File: config.mk
export PLATFORM = sky130hd
export DESIGN_NAME = bitmap_id_allocator
export DESIGN_NICKNAME = d
export VERILOG_FILES = /design/src/rtl/bia_pkg.sv /design/src/rtl/bia_front.sv /design/src/rtl/bia_back.sv /design/src/rtl/bitmap_id_allocator.sv
export SDC_FILE = /design/constraint.sdc
export NUM_CORES = 2
export LEC_CHECK = 0
export BUFFER_PORTS_ARGS = -buffer_cell sky130_fd_sc_hd__buf_2
export CAP_MARGIN = 30
export CELL_PAD_IN_SITES_DETAIL_PLACEMENT = 1
export CELL_PAD_IN_SITES_GLOBAL_PLACEMENT = 1
export CORE_AREA = 3 3 584 586
export DETAILED_ROUTE_END_ITERATION = 8
export DIE_AREA = 0 0 587 589
export PLACE_DENSITY_LB_ADDON = 0.1
export SLEW_MARGIN = 10
export SYNTH_ARGS = -nofsm -noshare
export SYNTH_HDL_FRONTEND = slang
export SYNTH_SLANG_ARGS = --single-unit
File: constraint.sdc
create_clock -name clk_i -period 9.8 [get_ports clk_i]
set_input_delay 0.98 -clock clk_i [delete_from_list [all_inputs] [get_ports clk_i]]
set_output_delay 0.98 -clock clk_i [all_outputs]
set_load 0.03 [all_outputs]
File: src/rtl/bia_pkg.sv
// shared types and constants of the bitmap id allocator
package bia_pkg;

  localparam int unsigned NumWordsDefault = 64;
  localparam int unsigned WordBits = 32;
  localparam int unsigned IdWidth = 12;
  localparam int unsigned CountWidth = 6;

  localparam logic [1:0] CMD_ALLOC = 2'd0;
  localparam logic [1:0] CMD_RELEASE = 2'd1;
  localparam logic [1:0] CMD_MARK = 2'd2;
  localparam logic [1:0] CMD_QUERY = 2'd3;

  typedef struct packed {
    logic [1:0]            cmd;
    logic [4:0]            bit_sel;
    logic                  idx_ok;
    logic [CountWidth-1:0] count;
    logic                  one_based;
  } bia_req_t;

endpackage

File: src/rtl/bia_front.sv
// front end: id decode, config register and two-entry request queue
module bia_front import bia_pkg::*; #(
  parameter int unsigned NUM_WORDS = NumWordsDefault,
  parameter int unsigned WW = (NUM_WORDS > 1) ? $clog2(NUM_WORDS) : 1
) (
  input  logic                  clk_i,
  input  logic                  rst_ni,
  input  logic                  in_valid_i,
  output logic                  in_ready_o,
  input  logic [1:0]            cmd_i,
  input  logic [IdWidth-1:0]    id_i,
  input  logic [CountWidth-1:0] count_i,
  input  logic                  cfg_valid_i,
  input  logic                  cfg_data_i,
  output logic                  q_valid_o,
  input  logic                  q_pop_i,
  output bia_req_t              q_req_o,
  output logic [WW-1:0]         q_word_o
);

  localparam logic [15:0] NumIds = 16'(NUM_WORDS * WordBits);

  logic from_zero_q;
  bia_req_t req_q [2];
  logic [WW-1:0] word_q [2];
  logic wr_ptr_q, rd_ptr_q;
  logic [1:0] cnt_q;

  logic [15:0] n;
  bia_req_t req_new;
  logic push, pop;

  always_comb begin
    n = {4'b0, id_i} - {15'b0, ~from_zero_q};
    req_new.cmd = cmd_i;
    req_new.bit_sel = n[4:0];
    req_new.idx_ok = !(!from_zero_q && id_i == '0) && (n < NumIds);
    req_new.count = count_i;
    req_new.one_based = ~from_zero_q;
  end

  assign in_ready_o = (cnt_q != 2'd2);
  assign push = in_valid_i && in_ready_o;
  assign pop = q_pop_i && (cnt_q != 2'd0);
  assign q_valid_o = (cnt_q != 2'd0);
  assign q_req_o = req_q[rd_ptr_q];
  assign q_word_o = word_q[rd_ptr_q];

  always_ff @(posedge clk_i or negedge rst_ni) begin
    if (!rst_ni) begin
      from_zero_q <= 1'b0;
      wr_ptr_q <= 1'b0;
      rd_ptr_q <= 1'b0;
      cnt_q <= 2'd0;
    end else begin
      if (cfg_valid_i) begin
        from_zero_q <= cfg_data_i;
      end
      if (push) begin
        wr_ptr_q <= ~wr_ptr_q;
      end
      if (pop) begin
        rd_ptr_q <= ~rd_ptr_q;
      end
      cnt_q <= cnt_q + {1'b0, push} - {1'b0, pop};
    end
  end

  always_ff @(posedge clk_i) begin
    if (push) begin
      req_q[wr_ptr_q] <= req_new;
      word_q[wr_ptr_q] <= n[WW+4:5];
    end
  end

endmodule

File: src/rtl/bia_back.sv
// back end: bitmap memory, window scan and result register
module bia_back import bia_pkg::*; #(
  parameter int unsigned NUM_WORDS = NumWordsDefault,
  parameter int unsigned WW = (NUM_WORDS > 1) ? $clog2(NUM_WORDS) : 1
) (
  input  logic               clk_i,
  input  logic               rst_ni,
  input  logic               q_valid_i,
  output logic               q_pop_o,
  input  bia_req_t           q_req_i,
  input  logic [WW-1:0]      q_word_i,
  output logic               out_valid_o,
  input  logic               out_ready_i,
  output logic [IdWidth-1:0] first_id_o,
  output logic               ok_o,
  output logic               is_used_o
);

  localparam logic [2:0] S_CLR = 3'd0;
  localparam logic [2:0] S_IDLE = 3'd1;
  localparam logic [2:0] S_RD = 3'd2;
  localparam logic [2:0] S_EXE = 3'd3;
  localparam logic [2:0] S_SCAN = 3'd4;
  localparam logic [WW-1:0] LastWord = WW'(NUM_WORDS - 1);

  logic [WordBits-1:0] mem [NUM_WORDS];
  logic [WordBits-1:0] data_q;
  logic [2:0] state_q, state_d;
  logic [WW-1:0] word_q, word_d;
  logic [5:0] top_q, top_d;
  bia_req_t req_q;
  logic out_valid_q, out_valid_d;
  logic [IdWidth-1:0] first_q, first_d;
  logic ok_q, ok_d, used_q, used_d;

  logic we;
  logic [WW-1:0] waddr;
  logic [WordBits-1:0] wdata;
  logic slot_free;
  logic [WordBits-1:0] run_mask, hit, bit_mask;
  logic [5:0] low;
  logic [15:0] first_full;

  always_comb begin
    run_mask = WordBits'((33'd1 << req_q.count) - 33'd1) << (top_q - req_q.count);
    hit = data_q & run_mask;
    low = 6'd0;
    for (int i = WordBits - 1; i >= 0; i--) begin
      if (hit[i]) begin
        low = 6'(i);
      end
    end
    bit_mask = 32'h8000_0000 >> req_q.bit_sel;
    first_full = ({6'b0, 10'(word_q)} << 5) + {10'b0, 6'd32 - top_q}
      + {15'b0, req_q.one_based};
  end

  assign slot_free = !out_valid_q || out_ready_i;
  assign q_pop_o = (state_q == S_IDLE) && slot_free && q_valid_i;

  always_comb begin
    state_d = state_q;
    word_d = word_q;
    top_d = top_q;
    out_valid_d = out_valid_q && !out_ready_i;
    first_d = first_q;
    ok_d = ok_q;
    used_d = used_q;
    we = 1'b0;
    waddr = word_q;
    wdata = '0;
    case (state_q)
      S_CLR: begin
        we = 1'b1;
        word_d = word_q + WW'(1);
        if (word_q == LastWord) begin
          state_d = S_IDLE;
        end
      end
      S_IDLE: begin
        if (q_pop_o) begin
          if (q_req_i.cmd == CMD_ALLOC) begin
            word_d = '0;
            if (q_req_i.count >= 6'd1 && q_req_i.count <= 6'd32) begin
              state_d = S_RD;
            end else begin
              out_valid_d = 1'b1;
              first_d = '0;
              ok_d = 1'b0;
              used_d = 1'b0;
            end
          end else begin
            word_d = q_word_i;
            if (q_req_i.idx_ok) begin
              state_d = S_RD;
            end else begin
              out_valid_d = 1'b1;
              first_d = '0;
              ok_d = 1'b0;
              used_d = 1'b0;
            end
          end
        end
      end
      S_RD: begin
        state_d = S_EXE;
        top_d = 6'd32;
      end
      S_EXE: begin
        if (req_q.cmd == CMD_ALLOC) begin
          state_d = S_SCAN;
        end else begin
          state_d = S_IDLE;
          out_valid_d = 1'b1;
          first_d = '0;
          ok_d = 1'b1;
          used_d = 1'b0;
          case (req_q.cmd)
            CMD_RELEASE: begin
              we = 1'b1;
              wdata = data_q & ~bit_mask;
            end
            CMD_MARK: begin
              we = 1'b1;
              wdata = data_q | bit_mask;
            end
            default: begin
              used_d = |(data_q & bit_mask);
            end
          endcase
        end
      end
      S_SCAN: begin
        if (top_q >= req_q.count) begin
          if (hit == '0) begin
            we = 1'b1;
            wdata = data_q | run_mask;
            state_d = S_IDLE;
            out_valid_d = 1'b1;
            first_d = first_full[IdWidth-1:0];
            ok_d = 1'b1;
            used_d = 1'b0;
          end else begin
            top_d = low;
          end
        end else if (word_q == LastWord) begin
          state_d = S_IDLE;
          out_valid_d = 1'b1;
          first_d = '0;
          ok_d = 1'b0;
          used_d = 1'b0;
        end else begin
          word_d = word_q + WW'(1);
          state_d = S_RD;
        end
      end
      default: begin
        state_d = S_IDLE;
      end
    endcase
  end

  always_ff @(posedge clk_i or negedge rst_ni) begin
    if (!rst_ni) begin
      state_q <= S_CLR;
      word_q <= '0;
      out_valid_q <= 1'b0;
    end else begin
      state_q <= state_d;
      word_q <= word_d;
      out_valid_q <= out_valid_d;
    end
  end

  always_ff @(posedge clk_i) begin
    top_q <= top_d;
    first_q <= first_d;
    ok_q <= ok_d;
    used_q <= used_d;
    if (q_pop_o) begin
      req_q <= q_req_i;
    end
    data_q <= mem[word_q];
    if (we) begin
      mem[waddr] <= wdata;
    end
  end

  assign out_valid_o = out_valid_q;
  assign first_id_o = first_q;
  assign ok_o = ok_q;
  assign is_used_o = used_q;

`ifndef SYNTHESIS
  a_no_pop_in_clear: assert property (@(posedge clk_i) disable iff (!rst_ni)
    (state_q == S_CLR) |-> !q_pop_o) else $error("pop during clear");
  a_fail_zero_id: assert property (@(posedge clk_i) disable iff (!rst_ni)
    (out_valid_q && !ok_q) |-> (first_q == '0 && !used_q))
    else $error("failed result carries data");
  a_no_write_idle: assert property (@(posedge clk_i) disable iff (!rst_ni)
    (state_q == S_IDLE) |-> !we) else $error("write while idle");
`endif

endmodule

File: src/rtl/bitmap_id_allocator.sv
// top level of the bitmap id allocator
// channel   direction  handshake                      content
// s_axis    in         s_axis_tvalid/s_axis_tready    command, id, count
// m_axis    out        m_axis_tvalid/m_axis_tready    first_id, ok, is_used
// cfg       in         cfg_valid_i/cfg_ready_o        id base select
// release, mark, query: for a valid id one memory read and, except query, one write
// allocate: reads each word (S_RD, S_EXE), then steps the window down in S_SCAN and moves on,
// up to NUM_WORDS words
// after reset a clearing pass zeroes all NUM_WORDS words before the first request is served
// a two-entry queue takes input, while not full, as the back end scans or a result waits
module bitmap_id_allocator import bia_pkg::*; #(
  parameter int unsigned NUM_WORDS = NumWordsDefault
) (
  input  logic        clk_i,
  input  logic        rst_ni,
  input  logic        s_axis_tvalid,
  output logic        s_axis_tready,
  input  logic [23:0] s_axis_tdata,  // command, id, count
  output logic        m_axis_tvalid,
  input  logic        m_axis_tready,
  output logic [15:0] m_axis_tdata,  // first_id, ok, is_used
  input  logic        cfg_valid_i,
  output logic        cfg_ready_o,
  input  logic        cfg_data_i
);

  localparam int unsigned WW = (NUM_WORDS > 1) ? $clog2(NUM_WORDS) : 1;

  logic q_valid, q_pop;
  bia_req_t q_req;
  logic [WW-1:0] q_word;
  logic [IdWidth-1:0] first_id;
  logic ok, is_used;

  assign cfg_ready_o = 1'b1;

  bia_front #(.NUM_WORDS(NUM_WORDS), .WW(WW)) u_front (
    .clk_i(clk_i),
    .rst_ni(rst_ni),
    .in_valid_i(s_axis_tvalid),
    .in_ready_o(s_axis_tready),
    .cmd_i(s_axis_tdata[1:0]),
    .id_i(s_axis_tdata[13:2]),
    .count_i(s_axis_tdata[19:14]),
    .cfg_valid_i(cfg_valid_i),
    .cfg_data_i(cfg_data_i),
    .q_valid_o(q_valid),
    .q_pop_i(q_pop),
    .q_req_o(q_req),
    .q_word_o(q_word)
  );

  bia_back #(.NUM_WORDS(NUM_WORDS), .WW(WW)) u_back (
    .clk_i(clk_i),
    .rst_ni(rst_ni),
    .q_valid_i(q_valid),
    .q_pop_o(q_pop),
    .q_req_i(q_req),
    .q_word_i(q_word),
    .out_valid_o(m_axis_tvalid),
    .out_ready_i(m_axis_tready),
    .first_id_o(first_id),
    .ok_o(ok),
    .is_used_o(is_used)
  );

  assign m_axis_tdata = {2'b0, is_used, ok, first_id};

endmodule
== Yosys cells after proc, flatten, opt, wreduce, memory -nomap -nowiden ==
Memories as Yosys holds them, arrays and structs flattened. A register that Yosys moved wholly into a read port is not among the register bits.
Cells that the tools add are included.
Word-level totals
  memories: 3
  output and inout bits: 19
  logic and storage cells: 188
  RAM bits: 2090
  register bits after elaboration: 49
  input port bits: 30
  ROM bits: 0
  bits in latches: 0
Operators by class
  $add $sub $neg: 9
  $lt $le $gt $ge: 4
  shift-type cells: 3
  div/mod/pow operators: 0
  reduce and logical (&&, ||, !) cells: 28
  multiplexer cells: 96
  equality and inequality tests: 21
  multiply operators: 0
  bitwise operators: 9
Memories
  u_back.mem: depth 64, width 32, read ports 1, clocked after Yosys merged registers in 1, wr ports 1, RTL line bia_back.sv:26  | logic [WordBits-1:0] mem [NUM_WORDS];
  u_front.req_q: depth 2, width 15, read ports 1, clocked after Yosys merged registers in 0, wr ports 1, RTL line bia_front.sv:24  | bia_req_t req_q [2];
  u_front.word_q: depth 2, width 6, read ports 1, clocked after Yosys merged registers in 0, wr ports 1, RTL line bia_front.sv:25  | logic [WW-1:0] word_q [2];
Operators by type and width (number)
  $mux W6: 37
  $pmux W32 S2: 2
  $and A32 B32 Y32: 3
  $mux W12: 8
  $mux W32: 3
  $or A32 B32 Y32: 2
  $pmux W12 S3: 1
  $logic_not A32 Y1: 1
  $not A32 Y32: 1
  $reduce_or A32 Y1: 1
  $shl A1 B6 Y32 const A: 1
  $shl A32 B6 Y32: 1
  $shr A32 B5 Y32 const A: 1
  $sub A32 B1 Y32 const B: 1
  $mux W1: 28
  $mux W3: 8
  $pmux W6 S3: 1
  $lt A16 B12 Y1 const B: 1
  $pmux W3 S5: 1
  $sub A12 B1 Y13: 1
  $add A11 B6 Y12: 1
  $add A12 B1 Y12: 1
  $logic_not A12 Y1: 1
  $ne A2 B2 Y1 const B: 6
  35 further kinds: 58

== Longest topological paths before layout ==
  depth in word-level cells: 39
  mapped depth: 21
  gate-level depth less buffers: 15

== Hierarchy ==
From an unflattened synthesis, not the netlist that was laid out.
Second synthesis, totals
  cells, all modules: 5097
  area, all modules: 84536.1 µm²
By module, submodules not included
  bia_back: times used 1, sequential area each 63410.8 µm², area each 82489.1 µm², cells an instance 4970
  bia_front: times used 1, sequential area each 1386.3 µm², area each 2001.9 µm², cells an instance 120
  bitmap_id_allocator: times used 1, sequential area each 0.0 µm², area each 45.0 µm², cells an instance 7

== Worst setup path after synthesis ==
OpenSTA, ideal clock, no wires.
  kind: reg-to-reg
  start point: register u_back.req_q[3] (netlist name)
  end point: memory u_back.mem[0][24] (data pin)
  setup time: 729 ps
  stages on the path, launching flop included: 20
  buffers on the path: 6
  slack: 2770 ps
  period minus slack after synthesis: 7030 ps
  arrival: 6301 ps
  required time: 9071 ps
  path through: edfxtp_1 -> buf_2 -> clkbuf_1 -> buf_1 -> inv_1 -> ha_1 -> nor2_1 -> a21oi_1 -> xor2_1 -> buf_2 -> buf_1 -> o211ai_1 -> a21oi_1 -> o32ai_1 -> a2111oi_0 -> nand3_1 -> nor2_1 -> nand3_1 -> clkbuf_1 -> o32ai_1
On the way
  longest elaborated chain between the ends: 8
  elaborated cells between the ends (all ways): 11
  classes of those cells: 2 x add/sub; 1 x order compare; 2 x shift; 3 x mux; 2 x bitwise; 1 x reduce/logical
Ends and longest elaborated chain
  start: declaration: RTL line bia_back.sv:31  | bia_req_t req_q;
  start signal: assignment: RTL line bia_back.sv:181  | req_q <= q_req_i;
  $shl A1 B6 Y32: RTL line bia_back.sv:45  | run_mask = WordBits'((33'd1 << req_q.count) - 33'd1) << (top_q - req_q.count);
  $sub A32 B1 Y32: RTL line bia_back.sv:45
  $shl A32 B6 Y32: RTL line bia_back.sv:45
  $and A32 B32 Y32: RTL line bia_back.sv:46  | hit = data_q & run_mask;
  $logic_not A32 Y1: RTL line bia_back.sv:135  | if (hit == '0) begin
  $mux W32: RTL line bia_back.sv:135
  $mux W32 *: RTL line bia_back.sv:134  | if (top_q >= req_q.count) begin
  $pmux W32 S2 *: RTL line bia_back.sv:72  | case (state_q)
  via u_back.wdata[24]: RTL line bia_back.sv:38  | logic [WordBits-1:0] wdata;
  end: declaration: RTL line bia_back.sv:26
The timed path passes the listed nets; every way through them passes the cells marked *.

== Final worst setup path ==
  start point: register u_back.req_q[6] (netlist name)
  end point: memory u_back.mem[41][13] (data pin)
The elaborated chain is that of the path after synthesis.

==> results.cfg <==
[worst_setup_path]
crit_fanout = 32
end_kind = flop
max_stage_delay_ns = 0.69
worst_ep_arrival_time_ns = 8.23
path_class = reg2reg
slowest_stage = a2111oi_0
r2r_cells = 18
crit_required_ns = 10.41
crit_chain = buf_4 > nor4_2 > nand2_1 > ha_1 > buf_4 > a21boi_0 > a32oi_1 > o221ai_1 > or4_1 > a2111oi_0 > nor3_1 > a21oi_1 > nand3_1 > nor2_1 > nand3_4 > buf_4 > o32ai_4 > buf_4
timing.critical_path.mode_cell = buf_4
start_kind = flop

[floorplan]
die-width_microns = 587
start_util = 0.249
chipHeight_microns = 589
die-area_sq_mm = 0.346
core.rowCount = 213
core_sq_mm = 0.336
boundaryPins = 49

[synth]
synth_cells = 5106
seq_area_frac_synth = 0.773
async_flop_share = 0.00691
synth_top_area_frac = 0.761
synth_ff_type = edfxtp_1
yosysMostFrequentCell = edfxtp_1
yosys-top-cells-count = edfxtp_1 (2124), a22oi_1 (622), clkbuf_1 (273)
yosys.area.top_type = edfxtp_1
synth_seq_cells = 2171
ys_top_cells_by_area = edfxtp_1 (76%), a22oi_1 (5.6%), a22o_1 (2.2%), a221oi_1 (2.2%), a31oi_1 (1.7%)
synth-edff-count = 2124
synthDistinctLibCells = 93
syn_area_sq_mm = 0.0839
yosysWarnings = 0
syn_area_per_cell_sq_um = 16.4

[sta]
tightest_slew_ns = 1.20
clock-skew-final_ns = 0.0750
setup_viol = 0
layout_min_cycle_time_ns = 7.61
whs_ns = 0.282
rsz0062_at_grt = false
maxSlewViolCount = 0
hold_viol_final = 0
fin_crit_sh = 0.777
fmaxAchievable_ghz = 0.131
fin_tns_setup_ns = 0
max-slew-margin-rel = 0.196
final.setup.worst_slack_ns = 2.19

[layout]
num-fill-cells = 34758
finalInstanceArea_sq_mm = 0.100
finalNetCount = 5357
fin_cells = 10028
drive_above_1_share = 0.154
final_core_util = 0.298
areaGrowthSynthToFinish_pct = 19.5

[pwr]
p_sw_mw = 12.8
clkPwrFrac = 0.277
swShare = 0.397
p_comb_frac = 0.376
p_seq_frac = 0.347
p_total_mw = 32.2
vdd.ir_drop.worst_mv = 0.173
cellInternalPower_mw = 19.4
powerDensity_mw_per_mm2 = 321
p_leak_nw = 28.9

[global_routing]
overflow = 0
grt_max_degree = 83
grt_pass1_vias = 52269
grt_usage = 0.187
grt_pass1_wl_mm = 457
antenna_found_initial = 21

[run]
max_cap_viol_count = 0

[drt]
drt-pass1-iter-count = 6
ant_nets = 0
drc = 0
wl_per_cell_microns = 33.3
avgViaCountPerCell = 5.09
drt_wl_total_mm = 334
vias = 51086
drtIter0Drc = 4296

[clock_network]
clkTransAtPathRegs_ns = 0.06
numCtsBuffers = 243
cts_tree = yes
clk_latency_ns = 0.92
root_buffer = clkbuf_16
cts_sinks = 2171
postCtsSetupRepairBufs = 0
h-tree-depth = 4
clockBufferDepth = 4

[place]
placed_cell_area_sq_mm = 0.0925
dp.cells = 9572
place.gp.congestion = 0.812
dpl_worst_slack_ns = 2.24
hpwl_mm = 197
portBuffers = 41

[status]
status = finished, final reports clean

[hold_path]
holdPathStages = 1
hp-class = in2reg
-- routing by layer --
metal  wire length [microns]  vias to the layer above  GRT usage  part of all wire
met5                       0                        -          0                 0
met4                    5700                        0     0.0327             0.017
met3                   11600                      335     0.0196             0.035
met2                  160000                     1079      0.313              0.48
met1                  156000                    27836      0.265              0.47
li1                        -                    21836          -                 -
-- cells in the final DEF, fill, tap and decap left out, types with 59 or more instances in the layout --
master / count
a21oi_1: 185
a221oi_1: 207
a22o_1: 211
a22oi_1: 622
a31oi_1: 218
buf_4: 212
clkbuf_16: 243
clkinv_1: 65
edfxtp_1: 2124
nand2_1: 155
nand3_1: 59
nor2_1: 125
nor2_4: 65
-- final cells by class --
class / count / area, sq um / area share
Timing Repair Buffer: 326 / 3160 / 0.0315
Inverter: 32 / 120 / 0.00120
Clock buffer: 294 / 6290 / 0.0628
Clock inverter: 147 / 1330 / 0.0132
Multi-Input combinational cell: 2533 / 18900 / 0.188
Sequential cell: 2171 / 64800 / 0.647
Tap cell: 4515 / 5650 / 0.0564
Antenna cell: 10 / 25.0 / 0.000250
-- worst max-delay path, delay by kind of cell (launching register included) --
kind | cells | cell delay, ns
compound gates | 6 | 2.42
fa+ha+maj | 1 | 0.35
buf+inv | 4 | 1.48
flops | 1 | 0.66
simple gates | 7 | 2.29
-- power by group through the flow --
stage          Sequential, mW  Combinational, mW  Clock [mW]
5_1_grt                  11.2               12.9        9.52
6_report                 11.2               12.1        8.92
4_1_cts                  11.2               12.3        9.18
2_1_floorplan            11.2               6.16           0
3_5_place_dp             11.4               12.2           0
3_3_place_gp             11.4               12.1           0
-- repair_timing --
action / 4_1_cts / 5_1_grt
gates resized for setup: 0 / 0
hold buffers: 1 / 0
endpoints found under the hold margin: 15 / 0
-- kinds of logic after synthesis --
kind of cell / after synthesis / synth area share
flops: 2171 / 0.773
compound gates: 1750 / 0.156
simple gates: 689 / 0.0411
buf+inv: 403 / 0.0186
xor+xnor: 36 / 0.00376
mux: 35 / 0.00491
fa+ha+maj: 20 / 0.00307
other cells: 2 / 0.0000895
-- flip-flops by register name, indices dropped and copies added, names as in the netlist, 2 cells and up --
| register | cells |
|---|---|
| u_front.req_q | 30 |
| u_back.waddr | 6 |
| u_front.word_q | 12 |
| u_back.req_q | 14 |
| u_back.mem | 2048 |
| u_back.data_q | 32 |
| u_back.top_q | 6 |
| u_back.first_id_o | 12 |
| u_back.state_q | 3 |
| u_front.cnt_q | 2 |
-- path summary, 6_finish.rpt --
kind	from	to	slack (ns)
max	u_back.req_q[6]	u_back.mem[41][13]	2.19
min	s_axis_tdata[19]	u_front.req_q[1][6]	0.28
max reg2reg	u_back.req_q[6]	u_back.mem[41][13]	2.19
min reg2reg	u_front.cnt_q[1]	u_front.cnt_q[1]	0.50
max in group asynchronous	rst_ni	u_back.waddr[0]	8.91
min in group asynchronous	rst_ni	u_front.rd_ptr_q	0.56
Note: power is estimated with default switching activity, not from simulation.
